[src/hdl/usmg_pkg.sv]
// Package for the UV sphere mesh generator: sizes, codes, command type and the
// CORDIC arctangent table. No dependencies; every other file but usmg_checker imports it.
package usmg_pkg;

    localparam int MAX_RINGS     = 64;
    localparam int MAX_SLICES    = 64;
    localparam int ANGLE_BITS    = 16;
    localparam int CNT_W         = 7;
    localparam int IDX_W         = 13;
    localparam int POS_W         = 16;
    localparam int RAD_W         = 15;
    localparam int CFG_IDX_W     = 2;
    localparam int CORDIC_STEPS  = 28;
    localparam int CORDIC_X0     = 652032874;

    typedef enum logic [CFG_IDX_W-1:0] {
        CFG_RADIUS      = 2'd0,
        CFG_RING_COUNT  = 2'd1,
        CFG_SLICE_COUNT = 2'd2
    } t_cfg_index;

    typedef enum logic [2:0] {
        PH_TOP,
        PH_RING,
        PH_BOTTOM,
        PH_TOPFAN,
        PH_QUAD,
        PH_BOTFAN
    } t_phase;

    typedef enum logic [1:0] {
        CMD_POLE_TOP,
        CMD_POLE_BOTTOM,
        CMD_RING,
        CMD_TRI
    } t_cmd_kind;

    typedef enum logic [2:0] {
        BK_IDLE,
        BK_DIV,
        BK_ROT,
        BK_MUL1,
        BK_MUL2
    } t_bk_state;

    typedef struct packed {
        t_cmd_kind        kind;
        logic [CNT_W-1:0] ring_num;
        logic [CNT_W:0]   ring_den;
        logic [CNT_W-1:0] slc_num;
        logic [CNT_W-1:0] slc_den;
        logic [IDX_W-1:0] corner_a;
        logic [IDX_W-1:0] corner_b;
        logic [IDX_W-1:0] corner_c;
        logic             final_item;
    } t_cmd;

    function automatic logic [31:0] atan_turn(input logic [4:0] i);
        logic [31:0] v;
        case (i)
            5'd0:    v = 32'h20000000;
            5'd1:    v = 32'h12E4051E;
            5'd2:    v = 32'h09FB385B;
            5'd3:    v = 32'h051111D4;
            5'd4:    v = 32'h028B0D43;
            5'd5:    v = 32'h0145D7E1;
            5'd6:    v = 32'h00A2F61E;
            5'd7:    v = 32'h00517C55;
            5'd8:    v = 32'h0028BE53;
            5'd9:    v = 32'h00145F2F;
            5'd10:   v = 32'h000A2F98;
            5'd11:   v = 32'h000517CC;
            5'd12:   v = 32'h00028BE6;
            5'd13:   v = 32'h000145F3;
            5'd14:   v = 32'h0000A2FA;
            5'd15:   v = 32'h0000517D;
            5'd16:   v = 32'h000028BE;
            5'd17:   v = 32'h0000145F;
            5'd18:   v = 32'h00000A30;
            5'd19:   v = 32'h00000518;
            5'd20:   v = 32'h0000028C;
            5'd21:   v = 32'h00000146;
            5'd22:   v = 32'h000000A3;
            5'd23:   v = 32'h00000051;
            5'd24:   v = 32'h00000029;
            5'd25:   v = 32'h00000014;
            5'd26:   v = 32'h0000000A;
            5'd27:   v = 32'h00000005;
            default: v = 32'h00000000;
        endcase
        return v;
    endfunction

endpackage

[src/hdl/usmg_cmd_queue.sv]
// Two-entry command queue between the mesh walker and the vertex engine.
// Depends on usmg_pkg.
module usmg_cmd_queue (
    input  logic            i_clk,
    input  logic            i_rst_n,
    input  logic            i_push,
    input  usmg_pkg::t_cmd  i_cmd,
    output logic            o_full,
    input  logic            i_pop,
    output logic            o_valid,
    output usmg_pkg::t_cmd  o_cmd
);
    import usmg_pkg::*;

    logic [1:0] r_count;
    t_cmd       r_head;
    t_cmd       r_tail;

    assign o_full  = (r_count == 2'd2);
    assign o_valid = (r_count != 2'd0);
    assign o_cmd   = r_head;

    always_ff @(posedge i_clk) begin
        if (!i_rst_n) begin
            r_count <= 2'd0;
        end else if (i_push && !i_pop) begin
            r_count <= r_count + 2'd1;
        end else if (i_pop && !i_push) begin
            r_count <= r_count - 2'd1;
        end
    end

    always_ff @(posedge i_clk) begin
        if (i_push && i_pop) begin
            if (r_count == 2'd1) begin
                r_head <= i_cmd;
            end else begin
                r_head <= r_tail;
                r_tail <= i_cmd;
            end
        end else if (i_push) begin
            if (r_count == 2'd0) r_head <= i_cmd;
            else r_tail <= i_cmd;
        end else if (i_pop) begin
            r_head <= r_tail;
        end
    end

endmodule

[config.mk]
export PLATFORM = sky130hd
export DESIGN_NAME = usmg_cmd_queue
export DESIGN_NICKNAME = d
export VERILOG_FILES = /design/src/hdl/usmg_pkg.sv /design/src/hdl/usmg_cmd_queue.sv
export SDC_FILE = /design/constraint.sdc
export NUM_CORES = 1
export LEC_CHECK = 0
export BUFFER_PORTS_ARGS = -buffer_cell sky130_fd_sc_hd__buf_2
export CAP_MARGIN = 20
export CORE_ASPECT_RATIO = 1.5
export CORE_MARGIN = 2
export CORE_UTILIZATION = 47
export DETAILED_ROUTE_END_ITERATION = 10
export PLACE_DENSITY = 0.85
export SETUP_SLACK_MARGIN = 0.02
export SYNTH_ARGS = -nofsm -noshare
export SYNTH_HDL_FRONTEND = slang
export SYNTH_SLANG_ARGS = --single-unit
[constraint.sdc]
create_clock -name i_clk -period 7.25 [get_ports i_clk]
set_input_delay 1.45 -clock i_clk [delete_from_list [all_inputs] [get_ports i_clk]]
set_output_delay 1.45 -clock i_clk [all_outputs]
set_load 0.01 [all_outputs]
# == Word level (Yosys, flattened, before mapping) ==
# Cells that the tools add are included.
# word_totals
ff_bits,144
inputBits,75
output_inout_bits,73
wordCells,49
# classes
addsub,2
eq_ne,5
muxes,11
reduce_logical,12
# op_table
operator,count
$mux W71,9
$reduce_bool A2 Y1,3
$mux W2,2
$ne A2 B2 Y1 const B,2
$logic_and A1 B1 Y1,3
$ne A3 B1 Y1 const B,1
$reduce_and A3 Y1,1
$reduce_bool A3 Y1,1
$add A2 B1 Y2 const B,1
$eq A2 B1 Y1 const B,1
$eq A2 B2 Y1 const B,1
$logic_not A1 Y1,2
$logic_not A2 Y1,1
$reduce_and A2 Y1,1
$sub A2 B1 Y2 const B,1

# == Depth between registers and ports, before layout ==
# logic_depth
depth_word,4
depth_mapped,5
mapped_depth_nobuf,4

# == Worst setup path after synthesis ==
# Ideal clock, no wire load.
# synth_timing
path_type,input-to-reg
startpoint,in i_push
endpoint,reg r_tail[0] (netlist name) (enable)
arrival_time_ns,6.979
t_required_ns,6.645
setup_slack_ns,-0.334
stages,2
path_buffers,0
path_cell_list,ha_1 -> o31ai_1
# synth_via
elab_chain_cells,3
elab_cells_between_ends,5
cone_classes,eq/ne (2); reduce/logical (3)
# synth_rtl
element,line,text
from (decl),usmg_cmd_queue.sv:6,"input logic i_push,"
$logic_and A1 B1 Y1,usmg_cmd_queue.sv:34,if (i_push && i_pop) begin
$ne A2 B2 Y1 (no source line) or $reduce_bool A2 Y1 (tied branches),-,
$reduce_and A3 Y1 (no source line) (*),-,
to (signal assigned),usmg_cmd_queue.sv:39,r_tail <= i_cmd;
to (signal assigned),usmg_cmd_queue.sv:43,else r_tail <= i_cmd;
to (decl),usmg_cmd_queue.sv:17,t_cmd r_tail;
# Every way passes the cells marked *; elsewhere a longest branch is shown, timed or not.
# A chain may end at the register's enable or synchronous reset.

# == Worst setup path in the final report ==
# layout_timing
startpoint,in i_push
endpoint,"reg r_head, in the netlist o_cmd[45], data pin"
# layout_via
elab_chain_cells,2
elab_cells_between_ends,3
cone_classes,mux (2); reduce/logical (1)
# layout_rtl
element,line,text
$mux W71 or $logic_and A1 B1 Y1 (tied branches),"usmg_cmd_queue.sv:41, usmg_cmd_queue.sv:34",
$mux W71 (*),usmg_cmd_queue.sv:34,
to (signal assigned),usmg_cmd_queue.sv:36,r_head <= i_cmd;
to (signal assigned),usmg_cmd_queue.sv:38,r_head <= r_tail;
to (signal assigned),usmg_cmd_queue.sv:42,if (r_count == 2'd0) r_head <= i_cmd;
to (decl),usmg_cmd_queue.sv:16,t_cmd r_head;
# Marked as above.

==> flow_metrics.tcl <==
set metrics [dict create \
    status "complete, no violations" \
    crit_family "buffers and inverters" \
    rsz0062_at_grt "false" \
    drtIter0Drc 98 \
    dpl.hpwl_mm 6.57 \
    finalInstanceArea_um2 6910 \
    final_util_pct 60.9 \
    grt_first_pass_wirelength_mm 15.0 \
    clock-skew-final_ps 6.72 \
    vias 2820 \
    fp.dieW_um 91.6 \
    critPathSlowestCell "buf_4" \
    synth_warnings 0 \
    cts_sinks 144 \
    antenna_found_initial 0 \
    synth.distinct_cells 16 \
    syn_area_per_cell_um2 22.2 \
    syn_nets 326 \
    wire_per_inst_um 17.5 \
    synth_compound_area_share_pct 0.324 \
    yosys-top-cells-area "edfxtp_1 79%, mux2_2 14%, clkbuf_8 1.8%, mux2_4 1.7%, ha_1 1.6%" \
    postCtsHoldBufs 0 \
    numCtsBuffers 17 \
    fmax_mhz 308 \
    insertedDiodeCount 0 \
    drive_gt1_share_pct 60.7 \
    netlist_top_cells_count "142 x edfxtp_1, 65 x mux2_2, 7 x clkbuf_8, 7 x ha_1, 6 x mux2_4" \
    drt_first_pass_iters 4 \
    layout.nets 489 \
    root_buffer "clkbuf_16" \
    ios 148 \
    ff_latch_area_um2 4300 \
    synth_seq_cells 144 \
    core_um2 11400 \
    synth_area_leader_cell "edfxtp_1" \
    fin_setup_tns_ps 0 \
    grt_max_degree 72 \
    antenna_left 0 \
    via_per_inst 4.95 \
    path_buf_inv 2 \
    p_leak_nw 2.72 \
    place_congestion 0.756 \
    yosysTopAreaCellShare_pct 78.8 \
    maxSlewHeadroom_pct 35.8 \
    post-cts-setup-buffers 0 \
    cts_tree "built" \
    period_minus_slack_ps 3250 \
    path_class "in2reg" \
    totalWireLength_mm 9.99 \
    yosysMostFrequentCell "edfxtp_1" \
    synth_mux_area_share_pct 15.6 \
    synth-simple-area-share_pct 0.462 \
    fin_crit_sh_pct 44.8 \
    setup_viol 0 \
    synth_ff_type "edfxtp_1" \
    ctsResizeCount 0 \
    hold_ws_ps 546 \
    die_h_um 135 \
    worst_setup_path_start_kind "primary input" \
    clock_latency_ps 400 \
    nFillCells 853 \
    worstMarginPinSlew_ps 963 \
    multi_input_area_um2 1020 \
    io_buffers 147 \
    dp.cells 538 \
    area_delta_synth_final_pct 27.7 \
    grt_pass1_vias 2983 \
    p_per_area_nw_per_um2 327 \
    worst_setup_path_end_kind "flip-flop" \
    dpl-instance-area_um2 6290 \
    synth_edf_count 142 \
    drc 0 \
    drv_slew 0 \
    max_stage_delay_ps 760 \
    ir_worst_vdd_v 0.000215 \
    die-area_um2 12400 \
    synth_top_family_by_area "multiplexers" \
    synth_xor_area_share_pct 0.324 \
    path_clk_slew_ps 60 \
    track_usage_pct 15.9 \
    netlist_instances 244 \
    cap_violations 0 \
    hold_viol_final 0 \
    cts_max_level 4 \
    start_util_pct 47.7 \
    ys_async_sr_fraction_pct 0 \
    num_rows 48 \
    instances_no_fill 570 \
    cts_max_path_buffers 2 \
    crit_chain "buf_2, ha_1, mux2i_4, buf_4, mux2_2" \
    worstPathMaxFanout 71 \
    hold_class "reg2reg" \
    synth_fa_ha_area_share_pct 1.62 \
    cp.required_ps 7400 \
    overflow 0 \
    seq_area_frac_synth_pct 79.5 \
    synth_area_um2 5410 \
    crit_arrival_ps 3400 \
]
[cell usage in the layout, fill, tap and decap left out, drive strengths merged, types with 2 or more instances in the layout]
master | Yosys | layout
clkbuf | 7 | 19
buf | 0 | 151
ha | 7 | 7
edfxtp | 142 | 142
mux2 | 71 | 71
clkinvlp | 0 | 2
bufinv | 0 | 4
inv | 5 | 8
xor2 | 2 | 2
clkinv | 0 | 4
dfxtp | 2 | 2
[final timing paths]
check / depth (start not counted) / slack, ps / endpoint / startpoint
hold / removal: 1 / 550 / o_cmd[40] / r_tail[40]
hold reg to reg: 1 / 550 / o_cmd[40] / r_tail[40]
setup reg to reg: 5 / 4940 / o_cmd[45] / r_count[1]
setup / recovery: 5 / 4000 / o_cmd[45] / i_push
[report_power, final]
part	switching [mW]	internal (mW)
clock	0.322	0.578
combinational	0.153	0.120
sequential	0.0296	1.06
[layer usage]
metal / part of all wire, % / track usage [%]
met4: 2.0 / 6.65
met2: 56 / 28.3
met1: 38 / 17.7
met5: 0 / 0
met3: 4.3 / 4.56
[stage by stage]
stage | setup slack, ps | total power, mW
2_1_floorplan | 1590 | 1.27
3_5_place_dp | 3560 | 1.38
3_3_place_gp | 3650 | 1.36
5_1_grt | 3920 | 2.34
6_report | 4000 | 2.26
4_1_cts | 3990 | 2.28
[registers in the layout, indices dropped and copies added, names as in the netlist]
register	flops
o_cmd	71
r_tail	71
r_count	2
[area by class of cell]
cell class / instances / share of cell area [%]
Timing Repair Buffer: 151 / 11.1
Clock inverter: 13 / 2.68
Sequential cell: 144 / 62.3
Clock buffer: 19 / 6.26
Inverter: 5 / 0.272
Multi-Input combinational cell: 88 / 14.7
Tap cell: 150 / 2.72
[cells by family (layout without fill, tap and decap cells)]
family                   after synthesis  in the layout
AND/OR/NAND/NOR                        4              4
buffers and inverters                 12            188
multiplexers                          72             72
flip-flops                           144            144
adder cells (fa/ha/maj)                7              7
AO/OA/AOI/OAI                          3              3
XOR/XNOR                               2              2
Power figures use the tool's default switching activity.
