File: src/hdl/usmg_pkg.sv
// Package for the UV sphere mesh generator: sizes, codes, command type and the
// CORDIC arctangent table. No dependencies; every other file but usmg_checker imports it.
package usmg_pkg;

    localparam int MAX_RINGS     = 64;
    localparam int MAX_SLICES    = 64;
    localparam int ANGLE_BITS    = 16;
    localparam int CNT_W         = 7;
    localparam int IDX_W         = 13;
    localparam int POS_W         = 16;
    localparam int RAD_W         = 15;
    localparam int CFG_IDX_W     = 2;
    localparam int CORDIC_STEPS  = 28;
    localparam int CORDIC_X0     = 652032874;

    typedef enum logic [CFG_IDX_W-1:0] {
        CFG_RADIUS      = 2'd0,
        CFG_RING_COUNT  = 2'd1,
        CFG_SLICE_COUNT = 2'd2
    } t_cfg_index;

    typedef enum logic [2:0] {
        PH_TOP,
        PH_RING,
        PH_BOTTOM,
        PH_TOPFAN,
        PH_QUAD,
        PH_BOTFAN
    } t_phase;

    typedef enum logic [1:0] {
        CMD_POLE_TOP,
        CMD_POLE_BOTTOM,
        CMD_RING,
        CMD_TRI
    } t_cmd_kind;

    typedef enum logic [2:0] {
        BK_IDLE,
        BK_DIV,
        BK_ROT,
        BK_MUL1,
        BK_MUL2
    } t_bk_state;

    typedef struct packed {
        t_cmd_kind        kind;
        logic [CNT_W-1:0] ring_num;
        logic [CNT_W:0]   ring_den;
        logic [CNT_W-1:0] slc_num;
        logic [CNT_W-1:0] slc_den;
        logic [IDX_W-1:0] corner_a;
        logic [IDX_W-1:0] corner_b;
        logic [IDX_W-1:0] corner_c;
        logic             final_item;
    } t_cmd;

    function automatic logic [31:0] atan_turn(input logic [4:0] i);
        logic [31:0] v;
        case (i)
            5'd0:    v = 32'h20000000;
            5'd1:    v = 32'h12E4051E;
            5'd2:    v = 32'h09FB385B;
            5'd3:    v = 32'h051111D4;
            5'd4:    v = 32'h028B0D43;
            5'd5:    v = 32'h0145D7E1;
            5'd6:    v = 32'h00A2F61E;
            5'd7:    v = 32'h00517C55;
            5'd8:    v = 32'h0028BE53;
            5'd9:    v = 32'h00145F2F;
            5'd10:   v = 32'h000A2F98;
            5'd11:   v = 32'h000517CC;
            5'd12:   v = 32'h00028BE6;
            5'd13:   v = 32'h000145F3;
            5'd14:   v = 32'h0000A2FA;
            5'd15:   v = 32'h0000517D;
            5'd16:   v = 32'h000028BE;
            5'd17:   v = 32'h0000145F;
            5'd18:   v = 32'h00000A30;
            5'd19:   v = 32'h00000518;
            5'd20:   v = 32'h0000028C;
            5'd21:   v = 32'h00000146;
            5'd22:   v = 32'h000000A3;
            5'd23:   v = 32'h00000051;
            5'd24:   v = 32'h00000029;
            5'd25:   v = 32'h00000014;
            5'd26:   v = 32'h0000000A;
            5'd27:   v = 32'h00000005;
            default: v = 32'h00000000;
        endcase
        return v;
    endfunction

endpackage

File: src/hdl/usmg_back.sv
// Vertex engine and result register: angle divider, shared CORDIC and the
// scaling multipliers for ring vertices; poles and triangles pass straight on.
// Depends on usmg_pkg.
module usmg_back (
    input  logic                    i_clk,
    input  logic                    i_rst_n,
    input  logic [14:0]             i_radius,
    input  logic                    i_cmd_valid,
    input  usmg_pkg::t_cmd          i_cmd,
    output logic                    o_cmd_pop,
    input  logic                    i_pop,
    output logic                    o_empty,
    output logic                    o_kind,
    output logic signed [15:0]      o_pos_x,
    output logic signed [15:0]      o_pos_y,
    output logic signed [15:0]      o_pos_z,
    output logic [12:0]             o_corner_a,
    output logic [12:0]             o_corner_b,
    output logic [12:0]             o_corner_c,
    output logic                    o_final_item
);
    import usmg_pkg::*;

    localparam int DIV_W = ANGLE_BITS + CNT_W;

    function automatic logic signed [POS_W-1:0] to_q14(input logic signed [33:0] v);
        logic signed [33:0] t;
        t = (v + 34'sd32768) >>> 16;
        if (t > 34'sd16384) t = 34'sd16384;
        if (t < -34'sd16384) t = -34'sd16384;
        return POS_W'(t);
    endfunction

    function automatic logic signed [POS_W-1:0] sat16(input logic signed [47:0] v);
        logic signed [47:0] t;
        t = v;
        if (t > 48'sd32767) t = 48'sd32767;
        if (t < -48'sd32768) t = -48'sd32768;
        return POS_W'(t);
    endfunction

    function automatic logic [DIV_W-1:0] dvd_init(input logic [CNT_W-1:0] num,
                                                  input logic [CNT_W:0] den);
        return (DIV_W'(num) << ANGLE_BITS) + DIV_W'(den >> 1);
    endfunction

    t_bk_state                 r_state, n_state;
    logic                      r_second;
    logic [4:0]                r_cnt;
    logic [DIV_W-1:0]          r_dvd;
    logic [CNT_W:0]            r_rem;
    logic [CNT_W:0]            r_den;
    logic [CNT_W-1:0]          r_azi_num;
    logic [CNT_W-1:0]          r_azi_den;
    logic [1:0]                r_quad;
    logic signed [33:0]        r_x, r_y;
    logic signed [31:0]        r_z;
    logic signed [POS_W-1:0]   r_st, r_ct, r_sp, r_cp;
    logic signed [31:0]        r_p1, r_py;

    logic                      r_out_valid;
    logic                      r_kind;
    logic signed [POS_W-1:0]   r_pos_x, r_pos_y, r_pos_z;
    logic [IDX_W-1:0]          r_corner_a, r_corner_b, r_corner_c;
    logic                      r_final;

    logic                      imm_load;
    logic                      fin_load;
    logic [CNT_W+1:0]          rem_sh;
    logic                      q_bit;
    logic [CNT_W+1:0]          rem_nx;
    logic [ANGLE_BITS-1:0]     angle_fin;
    logic                      div_last, rot_last;
    logic signed [33:0]        xs, ys, x_nx, y_nx;
    logic signed [31:0]        at, z_nx;
    logic signed [POS_W-1:0]   qx, qy, f_sn, f_cs;
    logic signed [15:0]        rad_s;
    logic signed [47:0]        prod_x, prod_z, res_x, res_y, res_z;

    assign rem_sh    = {r_rem, r_dvd[DIV_W-1]};
    assign q_bit     = rem_sh >= {1'b0, r_den};
    assign rem_nx    = q_bit ? rem_sh - {1'b0, r_den} : rem_sh;
    assign angle_fin = {r_dvd[ANGLE_BITS-2:0], q_bit};
    assign div_last  = (r_cnt == 5'(DIV_W - 1));
    assign rot_last  = (r_cnt == 5'(CORDIC_STEPS - 1));

    assign xs   = r_x >>> r_cnt;
    assign ys   = r_y >>> r_cnt;
    assign at   = signed'(atan_turn(r_cnt));
    assign x_nx = r_z[31] ? r_x + ys : r_x - ys;
    assign y_nx = r_z[31] ? r_y - xs : r_y + xs;
    assign z_nx = r_z[31] ? r_z + at : r_z - at;
    assign qx   = to_q14(x_nx);
    assign qy   = to_q14(y_nx);

    always_comb begin
        case (r_quad)
            2'd0:    begin f_sn = qy;  f_cs = qx;  end
            2'd1:    begin f_sn = qx;  f_cs = -qy; end
            2'd2:    begin f_sn = -qy; f_cs = -qx; end
            default: begin f_sn = -qx; f_cs = qy;  end
        endcase
    end

    assign rad_s  = signed'({1'b0, i_radius});
    assign prod_x = 48'(r_p1) * 48'(r_cp);
    assign prod_z = 48'(r_p1) * 48'(r_sp);
    assign res_x  = (prod_x + 48'sd134217728) >>> 28;
    assign res_z  = (prod_z + 48'sd134217728) >>> 28;
    assign res_y  = (48'(r_py) + 48'sd8192) >>> 14;

    always_comb begin
        n_state = r_state;
        unique case (r_state)
            BK_IDLE: begin
                if (i_cmd_valid && !r_out_valid && i_cmd.kind == CMD_RING) n_state = BK_DIV;
            end
            BK_DIV:  if (div_last) n_state = BK_ROT;
            BK_ROT:  if (rot_last) n_state = r_second ? BK_MUL1 : BK_DIV;
            BK_MUL1: n_state = BK_MUL2;
            BK_MUL2: n_state = BK_IDLE;
            default: n_state = BK_IDLE;
        endcase
    end

    always_comb begin
        o_cmd_pop = (r_state == BK_IDLE) && i_cmd_valid && !r_out_valid;
        imm_load  = o_cmd_pop && (i_cmd.kind != CMD_RING);
        fin_load  = (r_state == BK_MUL2);
    end

    always_ff @(posedge i_clk) begin
        if (!i_rst_n) begin
            r_state <= BK_IDLE;
        end else begin
            r_state <= n_state;
        end
    end

    always_ff @(posedge i_clk) begin
        unique case (r_state)
            BK_IDLE: begin
                r_dvd     <= dvd_init(i_cmd.ring_num, i_cmd.ring_den);
                r_den     <= i_cmd.ring_den;
                r_rem     <= '0;
                r_cnt     <= '0;
                r_second  <= 1'b0;
                r_azi_num <= i_cmd.slc_num;
                r_azi_den <= i_cmd.slc_den;
            end
            BK_DIV: begin
                r_rem <= rem_nx[CNT_W:0];
                r_dvd <= {r_dvd[DIV_W-2:0], q_bit};
                r_cnt <= div_last ? 5'd0 : r_cnt + 5'd1;
                if (div_last) begin
                    r_quad <= angle_fin[ANGLE_BITS-1 -: 2];
                    r_x    <= 34'(CORDIC_X0);
                    r_y    <= '0;
                    r_z    <= signed'(32'(angle_fin[ANGLE_BITS-3:0]) << (32 - ANGLE_BITS));
                end
            end
            BK_ROT: begin
                r_x   <= x_nx;
                r_y   <= y_nx;
                r_z   <= z_nx;
                r_cnt <= rot_last ? 5'd0 : r_cnt + 5'd1;
                if (rot_last) begin
                    if (!r_second) begin
                        r_st     <= f_sn;
                        r_ct     <= f_cs;
                        r_second <= 1'b1;
                        r_dvd    <= dvd_init(r_azi_num, {1'b0, r_azi_den});
                        r_den    <= {1'b0, r_azi_den};
                        r_rem    <= '0;
                    end else begin
                        r_sp <= f_sn;
                        r_cp <= f_cs;
                    end
                end
            end
            BK_MUL1: begin
                r_p1 <= 32'(rad_s) * 32'(r_st);
                r_py <= 32'(rad_s) * 32'(r_ct);
            end
            BK_MUL2: ;
            default: ;
        endcase
    end

    always_ff @(posedge i_clk) begin
        if (!i_rst_n) begin
            r_out_valid <= 1'b0;
        end else if (imm_load || fin_load) begin
            r_out_valid <= 1'b1;
        end else if (i_pop) begin
            r_out_valid <= 1'b0;
        end
    end

    always_ff @(posedge i_clk) begin
        if (fin_load) begin
            r_kind     <= 1'b0;
            r_pos_x    <= sat16(res_x);
            r_pos_y    <= sat16(res_y);
            r_pos_z    <= sat16(res_z);
            r_corner_a <= '0;
            r_corner_b <= '0;
            r_corner_c <= '0;
            r_final    <= 1'b0;
        end else if (imm_load) begin
            r_kind     <= (i_cmd.kind == CMD_TRI);
            r_pos_x    <= '0;
            r_pos_z    <= '0;
            r_corner_a <= i_cmd.corner_a;
            r_corner_b <= i_cmd.corner_b;
            r_corner_c <= i_cmd.corner_c;
            r_final    <= i_cmd.final_item;
            case (i_cmd.kind)
                CMD_POLE_TOP:    r_pos_y <= rad_s;
                CMD_POLE_BOTTOM: r_pos_y <= -rad_s;
                default:         r_pos_y <= '0;
            endcase
        end
    end

    assign o_empty      = ~r_out_valid;
    assign o_kind       = r_kind;
    assign o_pos_x      = r_pos_x;
    assign o_pos_y      = r_pos_y;
    assign o_pos_z      = r_pos_z;
    assign o_corner_a   = r_corner_a;
    assign o_corner_b   = r_corner_b;
    assign o_corner_c   = r_corner_c;
    assign o_final_item = r_final;

endmodule

File: config.mk
export PLATFORM = sky130hd
export DESIGN_NAME = usmg_back
export DESIGN_NICKNAME = d
export VERILOG_FILES = /design/src/hdl/usmg_pkg.sv /design/src/hdl/usmg_back.sv
export SDC_FILE = /design/constraint.sdc
export NUM_CORES = 2
export LEC_CHECK = 0
export BUFFER_PORTS_ARGS = -buffer_cell sky130_fd_sc_hd__buf_2
export CAP_MARGIN = 25
export CORE_MARGIN = 2
export CORE_UTILIZATION = 52
export CTS_BUF_LIST = sky130_fd_sc_hd__clkbuf_16
export DETAILED_ROUTE_END_ITERATION = 8
export PLACE_DENSITY = 0.73
export RECOVER_POWER = 25
export SETUP_SLACK_MARGIN = 0.1
export SYNTH_ARGS = -nofsm -noshare
export SYNTH_HDL_FRONTEND = slang
export SYNTH_SLANG_ARGS = --single-unit
File: constraint.sdc
create_clock -name i_clk -period 13.6 [get_ports i_clk]
set_input_delay 2.72 -clock i_clk [delete_from_list [all_inputs] [get_ports i_clk]]
set_output_delay 2.72 -clock i_clk [all_outputs]
set_load 0.02 [all_outputs]
# Yosys cells after proc, flatten, opt, wreduce, memory -nomap -nowiden
# Memory sizes are Yosys's and may differ from the RTL's. A register that Yosys moved wholly into a read port is not among the register bits.
# Index checks and enable logic that the tools add are counted.
# Widths: inputs -> output; s select.
[word_totals]
mem_count = 1
mem_bits_ro = 960
inputBits = 90
out_inout_bits = 91
elab_cells = 157
regBits = 382
[mem_list]
columns = ["name", "words", "word_bits", "rd", "rd_clocked_by_memory_dff", "wr", "line", "source"]
rows = [
  ["(name not given)", 32, 30, 1, 1, 0, "usmg_pkg.sv:60", "case (i)"],
]
[classes]
n_mux = 53
multipliers = 4
shift = 2
bitwise = 2
n_addsub = 18
reduce_logical = 23
eq_ne = 16
order_cmp = 11
[op_table]
columns = ["cell", "count"]
rows = [
  ["$mux 48", 6],
  ["$mux 34", 6],
  ["$mux 16", 10],
  ["$lt 48x16->1 const B", 3],
  ["$pmux 34 s2", 2],
  ["$add 48x29->48 const B", 2],
  ["$mul 32x16->48", 2],
  ["$pmux 16 s3", 2],
  ["$pmux 23 s3", 1],
  ["$add 34x17->34 const B", 2],
  ["$add 34x34->34", 2],
  ["$lt 34x15->1 const B", 2],
  ["$sshr 34x5->34", 2],
  ["$sub 34x34->34", 2],
  ["$mul 16x16->32", 2],
  ["$mux 32", 2],
  ["$pmux 32 s2", 1],
  ["$mux 23", 2],
  ["$gt 20x16->1 const B", 2],
  ["$mux 8", 5],
  ["$gt 18x16->1 const B", 2],
  ["$add 32x15->33 const B", 1],
  ["$add 32x32->32", 1],
  ["$neg 16->16", 2],
  ["35 further kinds", 65],
]

# Logic depth before layout (Yosys ltp)
[logic_depth]
word_depth = 10
depth_mapped = 45
mapped_depth_nobuf = 37

# Worst setup path after synthesis
# Ideal clock, no wire load.
[synth_timing]
path_kind = "input to register"
start = "input port i_radius[10]"
end = "register r_py[31] (data pin)"
setup_ps = 260
slack_ps = 3860
arrival_ps = 9481
path_stages = 28
path_buffers = 2
required_ps = 13340
path_cell_list = "clkbuf_1 > clkbuf_1 > nand2_1 > fa_1 > inv_1 > fa_1 > inv_1 > fa_1 > fa_1 > inv_1 > fa_1 > inv_1 > fa_1 > inv_1 > ha_1 > o21a_1 > o21ai_0 > nor4b_1 > nor4_1 > o31ai_1 > o211ai_1 > and3b_1 > o21ai_0 > and4_1 > a2111oi_0 > o21bai_1 > a21oi_1 > xnor2_1"
[synth_via]
elab_chain_len = 1
[synth_rtl]
columns = ["item", "line", "source"]
rows = [
  ["start: declaration", "usmg_back.sv:7", "input logic [14:0] i_radius,"],
  ["$mul 16x16->32", "usmg_back.sv:183", "r_py <= 32'(rad_s) * 32'(r_ct);"],
  ["end signal: assignment", "usmg_back.sv:183", ""],
  ["end: declaration", "usmg_back.sv:59", "logic signed [31:0] r_p1, r_py;"],
]
# No other way between the ends.
# A chain may end at the register's enable or synchronous reset.

# Worst setup path in the final report
[layout_timing]
start = "register r_cnt[3]"
end = "register r_cp[8] (data pin)"
[layout_via]
elab_chain_len = 10
elab_cells_between_ends = 21
classes_between = "add/sub: 8; order compare: 4; shift: 2; mux: 7"
[layout_rtl]
columns = ["item", "line", "source"]
rows = [
  ["start: declaration", "usmg_back.sv:49", "logic [4:0] r_cnt;"],
  ["start signal: assignment", "usmg_back.sv:154", "r_cnt <= div_last ? 5'd0 : r_cnt + 5'd1;"],
  ["start signal: assignment", "usmg_back.sv:166", "r_cnt <= rot_last ? 5'd0 : r_cnt + 5'd1;"],
  ["$sshr 34x5->34 (on tied branches)", "usmg_back.sv:88, usmg_back.sv:87", ""],
  ["$sub 34x34->34 (tied with other cells)", "usmg_back.sv:90", "assign x_nx = r_z[31] ? r_x + ys : r_x - ys;"],
  ["$mux 34 (on tied branches)", "usmg_back.sv:90, usmg_back.sv:91", ""],
  ["$add 34x17->34", "usmg_back.sv:28", "t = (v + 34'sd32768) >>> 16;"],
  ["$gt 18x16->1", "usmg_back.sv:29", "if (t > 34'sd16384) t = 34'sd16384;"],
  ["$mux 34", "usmg_back.sv:29", ""],
  ["$lt 34x15->1", "usmg_back.sv:30", "if (t < -34'sd16384) t = -34'sd16384;"],
  ["$mux 16", "usmg_back.sv:30", ""],
  ["$neg 16->16 (on tied branches)", "usmg_back.sv:100, usmg_back.sv:99", ""],
  ["$pmux 16 s3 (*)", "usmg_back.sv:97", "case (r_quad)"],
  ["named net f_cs[8]", "usmg_back.sv:76", "logic signed [POS_W-1:0] qx, qy, f_sn, f_cs;"],
  ["end signal: assignment", "usmg_back.sv:177", "r_cp <= f_cs;"],
  ["end: declaration", "usmg_back.sv:58", "logic signed [POS_W-1:0] r_st, r_ct, r_sp, r_cp;"],
]
# Mark *: on every way through the listed nets, which the timed path passes. The rest lies on a longest branch.

==> flow_summary_export.csv <==
group,metric,value,unit
status,outcome,"finished, violations left",
status,violations,"max-capacitance violations, max-slew violations",
clock_network,cts.sinks,399,
logic_synthesis,synth_area_leader_cell,"fa_1",
floorplan,start_util,0.524,
worst_setup_path,start_kind,"flip-flop",
timing,skew,43.2,ps
logic_synthesis,syn_inst,8879,
route,viasPerCell,5.68,
route,drtIter0Drc,4917,
run,maxCapViolCount,9,
timing,setup_viol,0,
worst_setup_path,critPathRequiredTime,13980,ps
power,p_per_area,170,nW/um2
worst_setup_path,worstPathArrival,11830,ps
final_layout,nets,10800,
worst_setup_path,worst-setup-path-type,"reg2reg",
logic_synthesis,ys_ff_latch,399,
grt,grt_pass1_wl,349000,um
logic_synthesis,yosysSeqAreaShare,0.141,
logic_synthesis,syn_area,79600,um2
clock_network,cts_buffers,48,
timing,post-route-period-util,0.842,
clock_network,cts_buffer_depth,3,
timing,setup_tns,0,ps
clock_network,cts_resized,0,
logic_synthesis,synth_fp_nets,10900,
timing,whs,453,ps
floorplan,die_w,395,um
logic_synthesis,yosysMostFrequentCell,"inv_1",
clock_network,cts_max_level,2,
worst_setup_path,crit_buf_inv,4,
worst_setup_path,crit_fanout,40,
clock_network,root_buffer,"clkbuf_16",
logic_synthesis,synth_edf_count,324,
timing,slew_headroom,-1.51,
final_layout,synthToLayoutAreaGrowth,5.30,%
logic_synthesis,yosysUniqueCellTypes,98,
floorplan,fp.dieH,395,um
timing,finalHoldViolCount,0,
power,ir_worst_vdd,0.155,mV
worst_setup_path,end_kind,"flip-flop",
logic_synthesis,syn_area_per_cell,8.96,um2
route,dr.pass1.iters,6,
clock_network,cts_tree,"built",
grt,antenna_found_initial,4,
clock_network,clock_latency,670,ps
min_path,hold_class,"reg2reg",
route,wl_per_cell,19.6,um
route,routed_wl,213000,um
logic_synthesis,ys_warn_count,0,
route,vias,61700,
placed_design,hpwl,158000,um
grt,grt_overflow,0,
grt,grtUsageTotal,0.279,
final_layout,final_util,0.552,
placed_design,gp_congestion,0.967,
logic_synthesis,synth_top_area_share,0.335,
worst_setup_path,crit_family,"simple AND/OR/NAND/NOR gates",
placed_design,numPortBuffers,180,
timing,fin_crit,11450,ps
floorplan,ios,181,
timing,fmax,87.3,MHz
grt,grt_pass1_vias,65300,
floorplan,die_area,156000,um2
route,ant_nets,0,
logic_synthesis,synthTopCellsByCount,"inv_1, fa_1, nand2_1",
worst_setup_path,slowest_stage,"inv_1",
clock_network,post_cts_buffers,0,
power,leakagePower,39.8,nW
floorplan,rows,143,
final_layout,fill_cells,13400,
worst_setup_path,cpPeakStageDelay,950,ps
timing,rsz0062_at_grt,"no",
floorplan,core,152000,um2
clock_network,cts_hold_buf,0,
grt,grt_max_degree,66,
timing,worst_pin_slew,3720,ps
logic_synthesis,async_reset_ff_frac,0,
route,drc,0,
logic_synthesis,ys.flop_type,"edfxtp_1",
final_layout,drive_above_1_share,0.0634,
clock_network,clk_pin_slew,60,ps
logic_synthesis,synthTopCellsByArea,"fa_1, edfxtp_1, ha_1, inv_1, nand2_1",
timing,final_max_slew_viol_count,388,
-- layer usage --
metal / routed length [um] / part of all wire / vias up / global-route usage
met5: 0 / 0 / - / 0
met4: 7370 / 0.035 / 0 / 0.0929
met3: 19200 / 0.090 / 483 / 0.0466
met2: 100000 / 0.47 / 2742 / 0.461
met1: 86200 / 0.40 / 30800 / 0.373
li1: - / - / 27600 / -
-- logic make-up after synthesis --
family,share of synthesized area
fa+ha+maj,0.427
xor+xnor,0.0388
mux,0.0393
compound gates,0.0809
simple gates,0.170
flops,0.141
buf+inv,0.102
-- state kept, by name (all words and copies together) (netlist names), 19 cells and up --
signal and flops:
r_x 34, r_y 34, r_p1 32, r_z 32, at 30, r_dvd 23
r_py 19
-- power breakdown --
| part | switching [W] | internal, W |
|---|---|---|
| sequential | 0.000136 | 0.00178 |
| combinational | 0.00664 | 0.00436 |
| clock | 0.000584 | 0.000759 |
-- placed cells by master (no fill, tap or decap), drive strengths merged, types with 66 or more instances in the layout --
| cell type | n |
|---|---|
| a21oi | 316 |
| and2 | 630 |
| buf | 290 |
| clkbuf | 66 |
| dfxtp | 75 |
| edfxtp | 324 |
| fa | 1333 |
| ha | 584 |
| inv | 1692 |
| mux4 | 88 |
| nand2 | 1270 |
| nand2b | 77 |
| nand3 | 92 |
| nor2 | 416 |
| nor3 | 110 |
| o21a | 66 |
| o21ai | 250 |
| xnor2 | 206 |
| xor2 | 146 |
-- path summary, 6_finish.rpt --
check        slack, ps  depth (start not counted)                start             endpoint
min                450                          0  r_dvd[14]$_DFFE_PP_  r_quad[1]$_DFFE_PP_
max               2150                         37   r_cnt[3]$_DFFE_PN_    r_cp[8]$_DFFE_PP_
max reg2reg       2150                         37   r_cnt[3]$_DFFE_PN_    r_cp[8]$_DFFE_PP_
min reg2reg        450                          0  r_dvd[14]$_DFFE_PP_  r_quad[1]$_DFFE_PP_
-- layout make-up --
| cell class | count | area (um2) | area share |
|---|---|---|---|
| multi-input combinational | 6341 | 60200 | 0.719 |
| clock buffer | 53 | 1330 | 0.0158 |
| antenna | 5 | 12.5 | 0.000149 |
| timing repair buffer | 303 | 1810 | 0.0216 |
| tap | 2030 | 2540 | 0.0303 |
| clock inverter | 36 | 287 | 0.00342 |
| inverter | 1688 | 6340 | 0.0756 |
| sequential | 399 | 11200 | 0.134 |
-- stage by stage --
| step | worst slack [ps] | cell area (um2) | total power (W) | std cells |
|---|---|---|---|---|
| 5_1_grt | 1200 | 83800 | 0.0156 | 10900 |
| 3_3_place_gp | 2570 | 82100 | 0.0125 | 10800 |
| 3_5_place_dp | 2490 | 82200 | 0.0127 | 10800 |
| 6_report | 2150 | 83800 | 0.0143 | 10900 |
| 4_1_cts | 2420 | 83800 | 0.0142 | 10800 |
| 2_1_floorplan | 3860 | 79600 | 0.0101 | 8879 |
Note: power is estimated with default switching activity, not from simulation.
